$ cat config.mk
export PLATFORM = sky130hd
export DESIGN_NAME = cdf_controller
export DESIGN_NICKNAME = d
export VERILOG_FILES = /design/src/sv/cdf_pkg.sv /design/src/sv/cdf_controller.sv
export SDC_FILE = /design/constraint.sdc
export NUM_CORES = 1
export LEC_CHECK = 0
export BUFFER_PORTS_ARGS = -buffer_cell sky130_fd_sc_hd__buf_4
export CORE_ASPECT_RATIO = 1.1
export CORE_MARGIN = 1
export CORE_UTILIZATION = 52
export CTS_BUF_LIST = sky130_fd_sc_hd__clkbuf_8 sky130_fd_sc_hd__clkbuf_16
export DETAILED_ROUTE_END_ITERATION = 8
export MAX_ROUTING_LAYER = met4
export PLACE_DENSITY = 0.81
export SYNTH_ARGS = -nofsm -noshare
export SYNTH_HDL_FRONTEND = slang
export SYNTH_SLANG_ARGS = --single-unit
$ cat constraint.sdc
create_clock -name clock -period 5.2 [get_ports clock]
set_input_delay 0.52 -clock clock [delete_from_list [all_inputs] [get_ports clock]]
set_output_delay 0.52 -clock clock [all_outputs]
set_load 0.03 [all_outputs]
$ cat src/sv/cdf_pkg.sv
// ----------------------------------------------------------------------------
// cdf_pkg: shared types, constants and table functions
// Holds the controller/datapath interface types and the elaboration-time
// generators for the cosine table and the log2 interpolation table.
// ----------------------------------------------------------------------------
`default_nettype none
package cdf_pkg;

   localparam int NUM_BANDS_DEF  = 32;
   localparam int NUM_COEFFS_DEF = 13;

   localparam int MEL_W      = 24;
   localparam int ROM_W      = 18;
   localparam int COEF_W     = 32;
   localparam int IDX_W      = 4;
   localparam int ACC_W      = 48;
   localparam int CSR_IDX_W  = 8;
   localparam int CSR_DATA_W = 8;
   localparam int TAB_W      = 17;
   localparam int TAB_DEPTH  = 65;
   localparam int RSP_DATA_W = 40;

   localparam logic [CSR_IDX_W-1:0] REG_DB_MODE = 8'd0;
   localparam logic [CSR_IDX_W-1:0] REG_COEFFS  = 8'd1;
   localparam logic [3:0]           COEFFS_RESET = 4'd13;

   localparam logic [63:0] PI_Q30      = 64'd3373259426;
   localparam logic [63:0] ONE_Q30     = 64'd1073741824;
   localparam logic [28:0] LOG10_2_Q30 = 29'd323228497;

   typedef enum logic [3:0] {
      ST_IDLE, ST_MAC, ST_DRAIN, ST_SAT, ST_SQ, ST_NLOAD, ST_NORM,
      ST_LOOK, ST_INTERP, ST_SCALE, ST_ROUND, ST_EMIT
   } state_type;

   typedef enum logic [3:0] {
      OP_NONE, OP_SAT, OP_SQ, OP_NLOAD, OP_NORM, OP_LOOK, OP_INTERP,
      OP_SCALE, OP_ROUND
   } op_type;

   typedef struct packed {
      logic             wr_en;
      logic             issue;
      logic             clear_acc;
      op_type           op;
      logic             emit;
      logic             last;
      logic [IDX_W-1:0] index;
   } cmd_type;

   typedef struct packed {
      logic pipe_busy;
      logic norm_done;
      logic out_full;
   } status_type;

   function automatic logic [63:0] udiv64(input logic [63:0] a, input logic [63:0] b);
      logic [63:0] q;
      logic [64:0] r;
      q = '0;
      r = '0;
      for (int i = 63; i >= 0; i--) begin
         r = {r[63:0], a[i]};
         if (r >= {1'b0, b}) begin
            r = r - {1'b0, b};
            q[i] = 1'b1;
         end
      end
      return q;
   endfunction

   function automatic logic [63:0] isqrt64(input logic [63:0] v_in);
      logic [63:0] v, r, bit_v;
      v = v_in;
      r = '0;
      bit_v = 64'd1 << 62;
      while (bit_v > v) bit_v = bit_v >> 2;
      while (bit_v != 0) begin
         if (v >= r + bit_v) begin
            v = v - (r + bit_v);
            r = (r >> 1) + bit_v;
         end else begin
            r = r >> 1;
         end
         bit_v = bit_v >> 2;
      end
      return r;
   endfunction

   function automatic logic [63:0] trig_q30(input logic [63:0] a, input logic want_sin);
      logic [63:0] a2, term, k;
      logic signed [63:0] sum;
      a2 = (a * a) >> 30;
      term = want_sin ? a : ONE_Q30;
      k = want_sin ? 64'd2 : 64'd1;
      sum = signed'(term);
      for (int i = 1; i <= 12; i++) begin
         term = udiv64((term * a2) >> 30, k * (k + 64'd1));
         k = k + 64'd2;
         if (i % 2 == 1) sum = sum - signed'(term);
         else sum = sum + signed'(term);
      end
      return (sum < 0) ? 64'd0 : 64'(sum);
   endfunction

   function automatic logic signed [ROM_W-1:0] rom_entry(input int nb, input int n,
                                                         input int m);
      logic [63:0] nb64, scale, ang, q, r, a, t, mag;
      logic neg;
      nb64 = 64'(nb);
      scale = isqrt64(udiv64(64'd1 << 61, nb64));
      ang = 64'((2 * m + 1) * n);
      while (ang >= 4 * nb64) ang = ang - 4 * nb64;
      q = '0;
      r = ang;
      while (r >= nb64) begin
         r = r - nb64;
         q = q + 64'd1;
      end
      a = udiv64(PI_Q30 * r + nb64, 2 * nb64);
      t = trig_q30(a, q[0]);
      mag = (scale * t + (64'd1 << 43)) >> 44;
      neg = (q == 64'd1) || (q == 64'd2);
      return neg ? -ROM_W'(mag) : ROM_W'(mag);
   endfunction

   function automatic logic [TAB_W-1:0] log2_entry(input int i);
      logic [63:0] y, res;
      if (i >= 64) return TAB_W'(65536);
      y = ONE_Q30 + (64'(i) << 24);
      res = '0;
      for (int b = 0; b < 20; b++) begin
         y = (y * y) >> 30;
         res = res << 1;
         if (y >= 2 * ONE_Q30) begin
            res = res | 64'd1;
            y = y >> 1;
         end
      end
      return TAB_W'((res + 64'd8) >> 4);
   endfunction

endpackage
`default_nettype wire

$ cat src/sv/cdf_controller.sv
// ----------------------------------------------------------------------------
// cdf_controller: frame sequencer and configuration registers
// Counts bands, steps the MAC over bands and coefficients, walks the dB
// conversion steps and hands each coefficient to the output register.
// ----------------------------------------------------------------------------
`default_nettype none
module cdf_controller #(
   parameter int NUM_BANDS  = cdf_pkg::NUM_BANDS_DEF,
   parameter int NUM_COEFFS = cdf_pkg::NUM_COEFFS_DEF,
   localparam int BAW   = (NUM_BANDS > 1) ? $clog2(NUM_BANDS) : 1,
   localparam int ROM_D = NUM_COEFFS * NUM_BANDS,
   localparam int RAW   = (ROM_D > 1) ? $clog2(ROM_D) : 1,
   localparam int NW    = $clog2(NUM_COEFFS + 1)
) (
   input  wire                                clock,
   input  wire                                reset,
   input  wire                                req_tvalid,
   output logic                               req_tready,
   input  wire                                csr_valid,
   output logic                               csr_ready,
   input  wire [cdf_pkg::CSR_IDX_W-1:0]       csr_index,
   input  wire [cdf_pkg::CSR_DATA_W-1:0]      csr_data,
   input  wire cdf_pkg::status_type           status,
   output cdf_pkg::cmd_type                   cmd,
   output logic [BAW-1:0]                     wr_addr,
   output logic [BAW-1:0]                     rd_addr,
   output logic [RAW-1:0]                     rom_addr
);

   cdf_pkg::state_type state_ff, state_in;
   logic [BAW-1:0] count_ff, count_in;
   logic [BAW-1:0] m_ff, m_in;
   logic [NW-1:0]  n_ff, n_in;
   logic [RAW-1:0] base_ff, base_in;
   logic           db_ff;
   logic [3:0]     coeffs_ff;
   logic [5:0]     eff_w;
   logic           accept_w, frame_end_w, last_w;

   assign csr_ready   = 1'b1;
   assign accept_w    = req_tvalid & req_tready;
   assign frame_end_w = (count_ff == BAW'(NUM_BANDS - 1));
   assign eff_w       = (6'(coeffs_ff) > 6'(NUM_COEFFS)) ? 6'(NUM_COEFFS) : 6'(coeffs_ff);
   assign last_w      = (6'(n_ff) + 6'd1 == eff_w);

   always_ff @(posedge clock) begin
      if (reset) begin
         db_ff     <= 1'b0;
         coeffs_ff <= cdf_pkg::COEFFS_RESET;
      end else if (csr_valid && csr_ready) begin
         unique case (csr_index)
            cdf_pkg::REG_DB_MODE: db_ff <= csr_data[0];
            cdf_pkg::REG_COEFFS:  coeffs_ff <= csr_data[3:0];
            default: ;
         endcase
      end
   end

   always_comb begin
      state_in = state_ff;
      count_in = count_ff;
      m_in     = m_ff;
      n_in     = n_ff;
      base_in  = base_ff;
      unique case (state_ff)
         cdf_pkg::ST_IDLE: begin
            if (accept_w) begin
               if (frame_end_w) begin
                  count_in = '0;
                  m_in     = '0;
                  n_in     = '0;
                  base_in  = '0;
                  if (eff_w != 6'd0) state_in = cdf_pkg::ST_MAC;
               end else begin
                  count_in = count_ff + BAW'(1);
               end
            end
         end
         cdf_pkg::ST_MAC: begin
            m_in = m_ff + BAW'(1);
            if (m_ff == BAW'(NUM_BANDS - 1)) state_in = cdf_pkg::ST_DRAIN;
         end
         cdf_pkg::ST_DRAIN:  if (!status.pipe_busy) state_in = cdf_pkg::ST_SAT;
         cdf_pkg::ST_SAT:    state_in = db_ff ? cdf_pkg::ST_SQ : cdf_pkg::ST_EMIT;
         cdf_pkg::ST_SQ:     state_in = cdf_pkg::ST_NLOAD;
         cdf_pkg::ST_NLOAD:  state_in = cdf_pkg::ST_NORM;
         cdf_pkg::ST_NORM:   if (status.norm_done) state_in = cdf_pkg::ST_LOOK;
         cdf_pkg::ST_LOOK:   state_in = cdf_pkg::ST_INTERP;
         cdf_pkg::ST_INTERP: state_in = cdf_pkg::ST_SCALE;
         cdf_pkg::ST_SCALE:  state_in = cdf_pkg::ST_ROUND;
         cdf_pkg::ST_ROUND:  state_in = cdf_pkg::ST_EMIT;
         cdf_pkg::ST_EMIT: begin
            if (!status.out_full) begin
               if (last_w) begin
                  state_in = cdf_pkg::ST_IDLE;
               end else begin
                  state_in = cdf_pkg::ST_MAC;
                  n_in     = n_ff + NW'(1);
                  m_in     = '0;
                  base_in  = RAW'(32'(base_ff) + NUM_BANDS);
               end
            end
         end
         default: state_in = cdf_pkg::ST_IDLE;
      endcase
   end

   always_comb begin
      req_tready    = (state_ff == cdf_pkg::ST_IDLE);
      cmd.wr_en     = accept_w;
      cmd.issue     = (state_ff == cdf_pkg::ST_MAC);
      cmd.clear_acc = (state_ff == cdf_pkg::ST_IDLE) || (state_ff == cdf_pkg::ST_EMIT);
      cmd.emit      = (state_ff == cdf_pkg::ST_EMIT) && !status.out_full;
      cmd.last      = last_w;
      cmd.index     = cdf_pkg::IDX_W'(n_ff);
      unique case (state_ff)
         cdf_pkg::ST_SAT:    cmd.op = cdf_pkg::OP_SAT;
         cdf_pkg::ST_SQ:     cmd.op = cdf_pkg::OP_SQ;
         cdf_pkg::ST_NLOAD:  cmd.op = cdf_pkg::OP_NLOAD;
         cdf_pkg::ST_NORM:   cmd.op = cdf_pkg::OP_NORM;
         cdf_pkg::ST_LOOK:   cmd.op = cdf_pkg::OP_LOOK;
         cdf_pkg::ST_INTERP: cmd.op = cdf_pkg::OP_INTERP;
         cdf_pkg::ST_SCALE:  cmd.op = cdf_pkg::OP_SCALE;
         cdf_pkg::ST_ROUND:  cmd.op = cdf_pkg::OP_ROUND;
         default:            cmd.op = cdf_pkg::OP_NONE;
      endcase
      wr_addr  = count_ff;
      rd_addr  = m_ff;
      rom_addr = RAW'(32'(base_ff) + 32'(m_ff));
   end

   always_ff @(posedge clock) begin
      if (reset) begin
         state_ff <= cdf_pkg::ST_IDLE;
         count_ff <= '0;
         m_ff     <= '0;
         n_ff     <= '0;
         base_ff  <= '0;
      end else begin
         state_ff <= state_in;
         count_ff <= count_in;
         m_ff     <= m_in;
         n_ff     <= n_in;
         base_ff  <= base_in;
      end
   end

   a_emit_free: assert property (@(posedge clock) disable iff (reset)
      cmd.emit |-> !status.out_full) else $error("emit into a full output register");
   a_frame_start: assert property (@(posedge clock) disable iff (reset)
      (accept_w && frame_end_w && eff_w != 6'd0) |=> (state_ff == cdf_pkg::ST_MAC))
      else $error("frame end did not start the MAC");
   a_rom_range: assert property (@(posedge clock) disable iff (reset)
      cmd.issue |-> (32'(rom_addr) < ROM_D)) else $error("cosine table address out of range");
   a_no_issue_busy_out: assert property (@(posedge clock) disable iff (reset)
      (state_ff == cdf_pkg::ST_SAT) |-> !status.pipe_busy)
      else $error("accumulator read while MAC pipeline busy");

endmodule
`default_nettype wire

==> flow_summary.toml, run 1 <==
[place]
dp_slack_ps = 3100
io_buffers = 51
gp_congestion = 0.879
dpl.hpwl_um = 2680

[pwr]
intPower_uw = 495
swShare_pct = 39.4
power_leakage_nw = 0.956
clockPowerShare_pct = 20.4
power.share.sequential_pct = 37.6
power.density_nw_per_um2 = 372
switching_power_uw = 321
combPwrFrac_pct = 42.0
ir_drop_mv = 0.329

[global_route]
grt_pass1_wl_um = 6310
antenna_found_initial = 0
first_global_vias = 1451
grt.total_usage_pct = 22.6
grt_max_degree = 23
gr-total-overflow = 0

[yosys]
synth_flop_cell = "dfxtp_1"
syn_area_um2 = 1810
synth.yosys.seq_area_share_pct = 34.3
synth_cell_types = 56
syn_avg_cell_area_um2 = 8.71
synth_compound_area_share_pct = 20.6
yosys_warnings = 0
postSynthCellCount = 208
synth_xor_area_share_pct = 5.66
synth-seq-cells = 31
synthMuxAreaShare_pct = 2.76
synth-edff-count = 0
synthSimpleGateAreaFrac_pct = 23.4
syn_nets = 237
async_flop_share_pct = 0
synth_top_family_by_area = "simple AND/OR/NAND/NOR gates"
synth-adder-area-share_pct = 4.14

[timing]
fin_crit_sh_pct = 45.7
whs_ps = 490
min_period_ps = 2380
slew_headroom_pct = 53.5
final.setup_skew_ps = 5.21
setup_violations = 0
max_freq_mhz = 421
rsz0062_at_grt = "no"
worst_slew_pin_slew_ps = 695
drv_slew = 0
tns_ps = 0
fin_ws_ps = 2820
hold_violations = 0

[setup_path]
worstPathRequired_ps = 4680
r2r_end = "cmd[6]"
critPathTopFamily = "flip-flops"
rr_worst_depth = 8
end_kind = "primary output"
rrSetupSlack_ps = 3030
cp.arrival_ps = 1860
cp_slowest_cell = "dfxtp_1"
max_stage_delay_ps = 470
path_depth = 5
cp_cell_sequence = "ha_1 > nor3b_1 > o221ai_2 > nor2_2 > buf_4"
cp_num_buf_inv = 1
crit_path_start = "n_ff[0]"
r2r-start = "rd_addr[1]"
critPathKind = "flop to primary output"
start_kind = "flop"
cp_max_fo = 8
endpoint = "cmd[4]"

[final_layout]
drive_above_1_share_pct = 31.7
utilization_pct = 65.9
nets = 273
syn2layout_area_growth_pct = 21.2
antennaDiodeCount = 0
nFillCells = 290

[hold_path]
holdCritPathClass = "flop to flop"

[cts]
clk_pin_slew_ps = 60
post_cts_resized = 0
postCtsHoldBufs = 0
worstSkewPairLatency_ps = 280
post_cts_buffers = 0
clock_sinks = 31
clockBufferDepth = 2
cts.htree.levels = 2
tritoncts = "done"
clock-root-buffer = "clkbuf_8"
cts_buffers = 5

[routing]
vias = 1561
drtAntennaViolNets = 0
drc = 0
vias_per_cell = 5.36
drt-total-wl_um = 3670
wl_per_cell_um = 12.6
first_iter_violations = 69
dr.pass1.iters = 4

[die]
die_w_um = 58.3
rows = 22
core_area_um2 = 3330
pin_count = 57
die_area_um2 = 3720
start_util_pct = 54.4
fp.dieH_um = 63.9

[flow_run]
drv_cap = 0

[outcome]
run_status = "finished clean"
==> cells by family after synthesis <==
logic type      count (synthesis)
other cells                     1
fa+ha+maj                       6
simple gates                   75
buf+inv                        30
flops                          31
xor+xnor                       10
mux                             5
compound gates                 50
==> cell usage after synthesis, drive strengths merged (6+ instances only) <==
cell	n	area share [%]
o21ai	12	3.9
inv	8	1.7
clkbuf	9	1.9
nor2	25	6.3
nand3	8	2.2
nand2	15	3.8
buf	13	5.4
ha	6	4.1
dfxtp	31	34
a21oi	15	4.4
==> power by group through the flow <==
stage	Sequential [mW]	Clock [mW]	Combinational (mW)
floorplan	0.318	0	0.257
global placement	0.311	0	0.337
detailed placement	0.312	0	0.342
CTS	0.307	0.173	0.345
global route	0.313	0.181	0.367
finish	0.307	0.166	0.343
==> through the flow <==
stage / power, mW / instances / area (um^2)
2_1_floorplan: 0.575 / 208 / 1810
3_3_place_gp: 0.649 / 285 / 2120
3_5_place_dp: 0.654 / 285 / 2120
4_1_cts: 0.825 / 291 / 2200
5_1_grt: 0.861 / 291 / 2200
6_report: 0.816 / 291 / 2200
==> how the worst min path moves through the flow <==
stage | start | to | slack, ps | cells past startpoint
final | base_ff[8] | base_ff[8] | 490 | 2
after global routing | base_ff[8] | base_ff[8] | 520 | 2
after CTS | csr_data[1] | coeffs_ff[1] | 480 | 3
after detailed placement | base_ff[8] | base_ff[8] | 490 | 2
after global placement | base_ff[8] | base_ff[8] | 470 | 2
after floorplan | base_ff[8] | base_ff[8] | 460 | 2
==> area by class of cell <==
type,count,area [um^2],area share (%)
inverters,8,30.0,1.37
well taps,48,60.1,2.74
flip-flops and latches,31,621,28.3
repair buffers,51,383,17.4
clock buffers,5,68.8,3.13
multi-input cells,147,1030,46.9
clock inverters,1,3.75,0.171
==> flip-flops by register name, summed over array words and instances, names as in the netlist <==
register,flops
base_ff,4
cmd,4
coeffs_ff,4
db_ff,1
n_ff,4
rd_addr,5
state_ff,4
wr_addr,5
==> tightest hold or removal path, delay by kind of cell, from the launching register on <==
kind | cells | cell delay (ps)
DFF | 1 | 310
AOI/OAI and AO/OA | 2 | 130
==> placed cells by master (no fill, tap or decap), types with 5 or more instances in the layout <==
cell      instances
nand2_1          12
o21ai_1           5
clkbuf_8          5
mux2i_1           5
ha_1              6
buf_4            51
nor2_1           21
nand3_1           8
xor2_1            5
inv_1             9
dfxtp_1          31
a21oi_1          14
a211o_1           5
==> routing by layer <==
layer	vias to the layer above	share of wire, %	GRT usage, %
li1	791	-	-
met1	733	44	26.3
met2	31	51	36.8
met3	6	3.7	5.06
met4	0	1.3	10.4
met5	-	0	-
Note: power is estimated with default switching activity, not from simulation.
==> inputs of run 2 (changes only) <==
Settings changed: ABC_AREA set to 1, CORE_UTILIZATION 52 to 51, PLACE_DENSITY 0.81 to 0.79.
Clock period 5.2 ns to 2.4 ns, I/O delays scaled along.
==> run 2 against run 1 <==
Combinational power grew to 2.8 times the previous value. Die area is 6.2% higher. Total power is 140% higher. Clock power is 150% higher. Synthesized area is 4.4% higher. Final area is 7.1% higher. Critical path depth is 5 higher. Synthesized cell count is 28% higher. Routed wire length is 9.1% higher. Via count is 13% higher. Non-clock buffer count stayed put. Count of clock-buffer cells in the layout is 1 higher.
==> flow_summary.toml, run 2 <==
[place]
dpl.hpwl_um = 3100
io_buffers = 51
gp_congestion = 0.871

[die]
pin_count = 57
core_area_um2 = 3440
fp.dieH_um = 65.9
start_util_pct = 55.0
die_w_um = 60.1
die_area_um2 = 3960
rows = 22

[timing]
hold_violations = 0
setup_violations = 0
drv_slew = 0
tns_ps = 0
min_period_ps = 2000
fin_crit_sh_pct = 83.2
final.setup_skew_ps = 4.11
max_freq_mhz = 501
rsz0062_at_grt = "no"

[cts]
cts.htree.levels = 2
clk_pin_slew_ps = 60
cts_buffers = 5
worstSkewPairLatency_ps = 280
postCtsHoldBufs = 0
post_cts_buffers = 0
clock-root-buffer = "clkbuf_8"
post_cts_resized = 0
tritoncts = "done"
clockBufferDepth = 2
clock_sinks = 31

[yosys]
ys_top_cells_by_count = "nand2_1, dfxtp_1, inv_1, nor2_1, nand3_1"
synth-seq-cells = 31
syn_nets = 295
synthTopCellsByArea = "dfxtp_1, nand2_1, inv_1"
synth_cell_types = 32
syn_avg_cell_area_um2 = 7.11
postSynthCellCount = 266
yosysMostFrequentCell = "nand2_1"
synth.yosys.seq_area_share_pct = 32.8
syn_area_um2 = 1890
yosys_warnings = 0
async_flop_share_pct = 0
yosysTopAreaCellShare_pct = 32.8
synth_flop_cell = "dfxtp_1"
yosys.area.top_type = "dfxtp_1"
synth-edff-count = 0

[routing]
first_iter_violations = 49
drtAntennaViolNets = 0
drc = 0
wl_per_cell_um = 11.2
vias_per_cell = 4.92
drt-total-wl_um = 4010
vias = 1761
dr.pass1.iters = 4

[setup_path]
max_stage_delay_ps = 470
rr_worst_depth = 14
r2r_end = "cmd[6]"
r2r-start = "rd_addr[0]"
start_kind = "flop"
cp_slowest_cell = "dfxtp_1"
cp_max_fo = 8
cpMostUsedCell = "nand2_1"
critPathKind = "flop to primary output"
worstPathRequired_ps = 2160
end_kind = "primary output"
cp_cell_sequence = "ha_1 > inv_1 > nand2_1 > nand2_1 > nand2_1 > nand2_1 > nor2_2 > nand3_2 > clkinv_2 > buf_4"
cp.arrival_ps = 1760
rrSetupSlack_ps = 540

[global_route]
antenna_found_initial = 0
grt.total_usage_pct = 23.7
first_global_vias = 1606
gr-total-overflow = 0
grt_pass1_wl_um = 6880
grt_max_degree = 16

[hold_path]
holdCritPathClass = "input pin to flop"
min_path_cells = 3
hold_start = "csr_data[2]"
min_to = "coeffs_ff[2]"

[final_layout]
final_cell_mix = "nand2_1, buf_4, inv_1, dfxtp_1, nor2_1"
final_common_cell = "nand2_1"
antennaDiodeCount = 0
syn2layout_area_growth_pct = 24.3
nets = 339
drive_above_1_share_pct = 31.3

[pwr]
intPower_mw = 1.11
power_leakage_nw = 1.15
power_mw = 1.97
combPwrFrac_pct = 47.8
power.share.sequential_pct = 31.3
swShare_pct = 43.7
power.density_nw_per_um2 = 840
ir_drop_mv = 0.428
switching_power_uw = 863
clockPowerShare_pct = 20.9

[outcome]
run_status = "finished clean"

[flow_run]
drv_cap = 0
run 2: changes by cell type in the layout (fill, tap and decap cells not counted), sizes merged, moves of 4 or more:
cell	before	now
nor2	25	35
nand3	8	29
mux2i	5	0
a211o	5	0
nand2	15	61
nand2b	4	0
xnor2	5	0
inv	9	38
run 2: routing by layer:
layer,GRT usage [%],vias up,wire [um]
met1,28.6,783,1870
li1,-,933,-
met4,8.72,0,47
met3,5.28,5,149
met5,-,-,0
met2,38.2,40,1940
run 2: power groups by stage:
stage          sequential [mW]  clock (mW)  combinational [mW]
5_1_grt                  0.625       0.447                1.04
2_1_floorplan            0.676           0               0.678
3_5_place_dp             0.629           0               0.945
4_1_cts                  0.618       0.425               0.949
3_3_place_gp             0.629           0               0.934
6_report                 0.618       0.413               0.944
run 2: cell type report:
cell class	count	area, um^2
Inverter	39	148
Timing Repair Buffer	51	383
Clock buffer	6	82.6
Fill cell	305	1090
Tap cell	48	60.1
Sequential cell	31	621
Clock inverter	1	5.00
Multi-Input combinational cell	182	1050
run 2: kinds of logic after synthesis:
group / Yosys count / synth area share [%]
buffers and inverters: 53 / 11.6
adders and majority gates: 6 / 3.97
other: 1 / 0.198
and+or+nand+nor: 138 / 39.0
DFF: 31 / 32.8
xor gates and xnor gates: 2 / 0.926
AOI/OAI and AO/OA: 35 / 11.6
run 2: how the worst max path moves through the flow:
stage	endpoint	startpoint
floorplan	cmd[6]	wr_addr[0]
global placement	cmd[6]	wr_addr[0]
detailed placement	cmd[6]	wr_addr[0]
CTS	cmd[4]	n_ff[0]
global route	cmd[4]	n_ff[0]
finish	cmd[4]	n_ff[0]
run 2: worst max-delay path, delay by kind of cell, from the launching register on:
kind	cells	cell delay, ps
adders and majority gates	1	210
and+or+nand+nor	6	490
buffers and inverters	3	300
DFF	1	470
run 2: per-stage QoR:
| step | hold WS [ps] | instances | setup WS [ps] | utilization, % | area (um^2) |
|---|---|---|---|---|---|
| after global placement | 456 | 351 | 584 | 65.8 | 2260 |
| after CTS | 172 | 358 | 396 | 68.3 | 2350 |
| final | 175 | 358 | 402 | 68.3 | 2350 |
| after detailed placement | 470 | 351 | 564 | 65.8 | 2260 |
| after floorplan | 309 | 266 | 515 | - | 1890 |
| after global routing | 189 | 358 | 256 | 68.3 | 2350 |
==> inputs of run 3 (changes only) <==
Settings changed: ABC_AREA 1 to 0, CORE_UTILIZATION 51 to 46, PLACE_DENSITY 0.79 to 0.76.
Clock period 2.4 ns to 1.75 ns, I/O delays scaled along.
==> run 3 against run 2 <==
The run now ends with setup timing left. Via count fell by 0.40%. Register-to-register slack lost 690 ps. Core utilization grew 4.9 points. Clock power rose by 21%. Sequential power increased by 36%. Setup slack got worse by 550 ps. Sequential share of layout area shrank 2.6 points. Hold slack worse by 45 ps. Critical path depth down 2. Total power grew 45%. Count of clock-buffer cells in the layout fell by 1. Non-clock buffer count is 38 higher. Critical path type is now flop to flop. Critical endpoint is now cmd[9]. Largest cell class unchanged.
==> flow_summary.toml, run 3 (synthesis gave the netlist of run 1 again) <==
[final_layout]
nFillCells = 272
utilization_pct = 73.3
seq_area_um2 = 647
multi_input_area_um2 = 1210
nets = 311
antennaDiodeCount = 0
final_cell_mix = "buf_4, nor2_1, dfxtp_1, nand2_1"
fin_cells = 332
syn2layout_area_growth_pct = 50.1
final_common_cell = "buf_4"
drive_above_1_share_pct = 53.9

[pwr]
power_leakage_nw = 1.17
ir_drop_mv = 0.943
combPwrFrac_pct = 53.3
swShare_pct = 38.0
power.density_nw_per_um2 = 1050
switching_power_mw = 1.09
intPower_mw = 1.77
clockPowerShare_pct = 17.4
power.share.sequential_pct = 29.3

[die]
pin_count = 57
fp.dieH_um = 67.8
start_util_pct = 48.8
core_area_um2 = 3710
die_area_um2 = 4190
die_w_um = 61.8
rows = 23

[hold_path]
holdCritPathClass = "input pin to flop"
hold_start = "csr_data[1]"

[place]
io_buffers = 51
numPlacedInstances = 316
dpl.hpwl_um = 3010
gp_congestion = 0.903
dp_slack_ps = -128

[routing]
drc = 0
vias = 1754
vias_per_cell = 5.28
wl_per_cell_um = 13.7
drtAntennaViolNets = 0
dr.pass1.iters = 4
drt-total-wl_um = 4550
first_iter_violations = 79

[global_route]
first_global_vias = 1514
grt.total_usage_pct = 21.9
grt_max_degree = 23
antenna_found_initial = 0
gr-total-overflow = 0
grt_pass1_wl_um = 6420

[setup_path]
rr_worst_depth = 8
crit_path_start = "rd_addr[0]"
worstPathRequired_ps = 1970
endpoint = "cmd[9]"
cpMostUsedCell = "ha_4"
cp.arrival_ps = 2120
start_kind = "flop"
r2r_end = "cmd[9]"
rrSetupSlack_ps = -150
max_stage_delay_ps = 430
end_kind = "flop"
cp_slowest_cell = "a311o_1"
cp_max_fo = 5
critPathKind = "flop to flop"
cp_cell_sequence = "ha_4 > and3_4 > ha_4 > nor3_4 > o211ai_4 > a311o_1 > nor2_4 > and2_1"
r2r-start = "rd_addr[0]"

[cts]
worstSkewPairLatency_ps = 280
postCtsHoldBufs = 0
cts.htree.levels = 2
cts_buffers = 5
clock-root-buffer = "clkbuf_8"
clockBufferDepth = 2
clk_pin_slew_ps = 60
tritoncts = "done"
clock_sinks = 31

[timing]
tns_ps = -476
fin_ws_ps = -148
min_period_ps = 1900
max_freq_mhz = 527
drv_slew = 0
setup_violations = 6
rsz0062_at_grt = "yes"
fin_crit_sh_pct = 108
final.setup_skew_ps = 5.59
hold_violations = 0

[flow_run]
drv_cap = 0

[outcome]
violations = "setup timing"
run_status = "finished with violations"
run 3: worst max-delay path, delay by kind of cell (launching register included):
family | cells | cell delay (ps)
AO/OA/AOI/OAI | 2 | 560
AND/OR/NAND/NOR | 4 | 600
adder cells (fa/ha/maj) | 2 | 310
flip-flops | 1 | 350
run 3: per-stage QoR:
stage	hold slack [ps]	power, mW	instance area, um^2
floorplan	319	1.73	1860
global placement	408	2.13	2390
detailed placement	411	2.15	2390
CTS	124	2.68	2510
global route	115	3.03	2720
finish	130	2.86	2720
run 3: layout make-up:
| class | instances | area share, % |
|---|---|---|
| Clock buffer | 5 | 2.53 |
| Clock inverter | 2 | 0.276 |
| Inverter | 8 | 1.10 |
| Multi-Input combinational cell | 147 | 44.3 |
| Sequential cell | 31 | 23.8 |
| Tap cell | 50 | 2.30 |
| Timing Repair Buffer | 89 | 25.7 |
run 3: how the worst min path moves through the flow:
stage,end,cells after the start
final,coeffs_ff[1],3
after global routing,coeffs_ff[1],3
after CTS,coeffs_ff[1],3
after detailed placement,coeffs_ff[1],3
after global placement,coeffs_ff[1],3
after floorplan,coeffs_ff[1],2
run 3: routing by layer:
metal | part of all wire [%] | GRT usage, % | vias up
met3 | 4.7 | 8.13 | 11
met5 | 0 | - | -
li1 | - | - | 870
met4 | 2.7 | 10.0 | 0
met1 | 40 | 24.9 | 822
met2 | 53 | 33.9 | 51
run 3: power by group through the flow:
stage	clock [mW]	combinational (mW)	sequential, mW
4_1_cts	0.509	1.34	0.832
6_report	0.498	1.53	0.840
3_3_place_gp	0	1.29	0.844
2_1_floorplan	0	0.766	0.963
3_5_place_dp	0	1.30	0.847
5_1_grt	0.553	1.63	0.846
run 3: repair_timing:
item / CTS / global route
endpoints found under the setup margin: 8 / 18
pin swaps: 6 / 15
gates resized for setup: 7 / 41
buffers inserted: 3 / 6
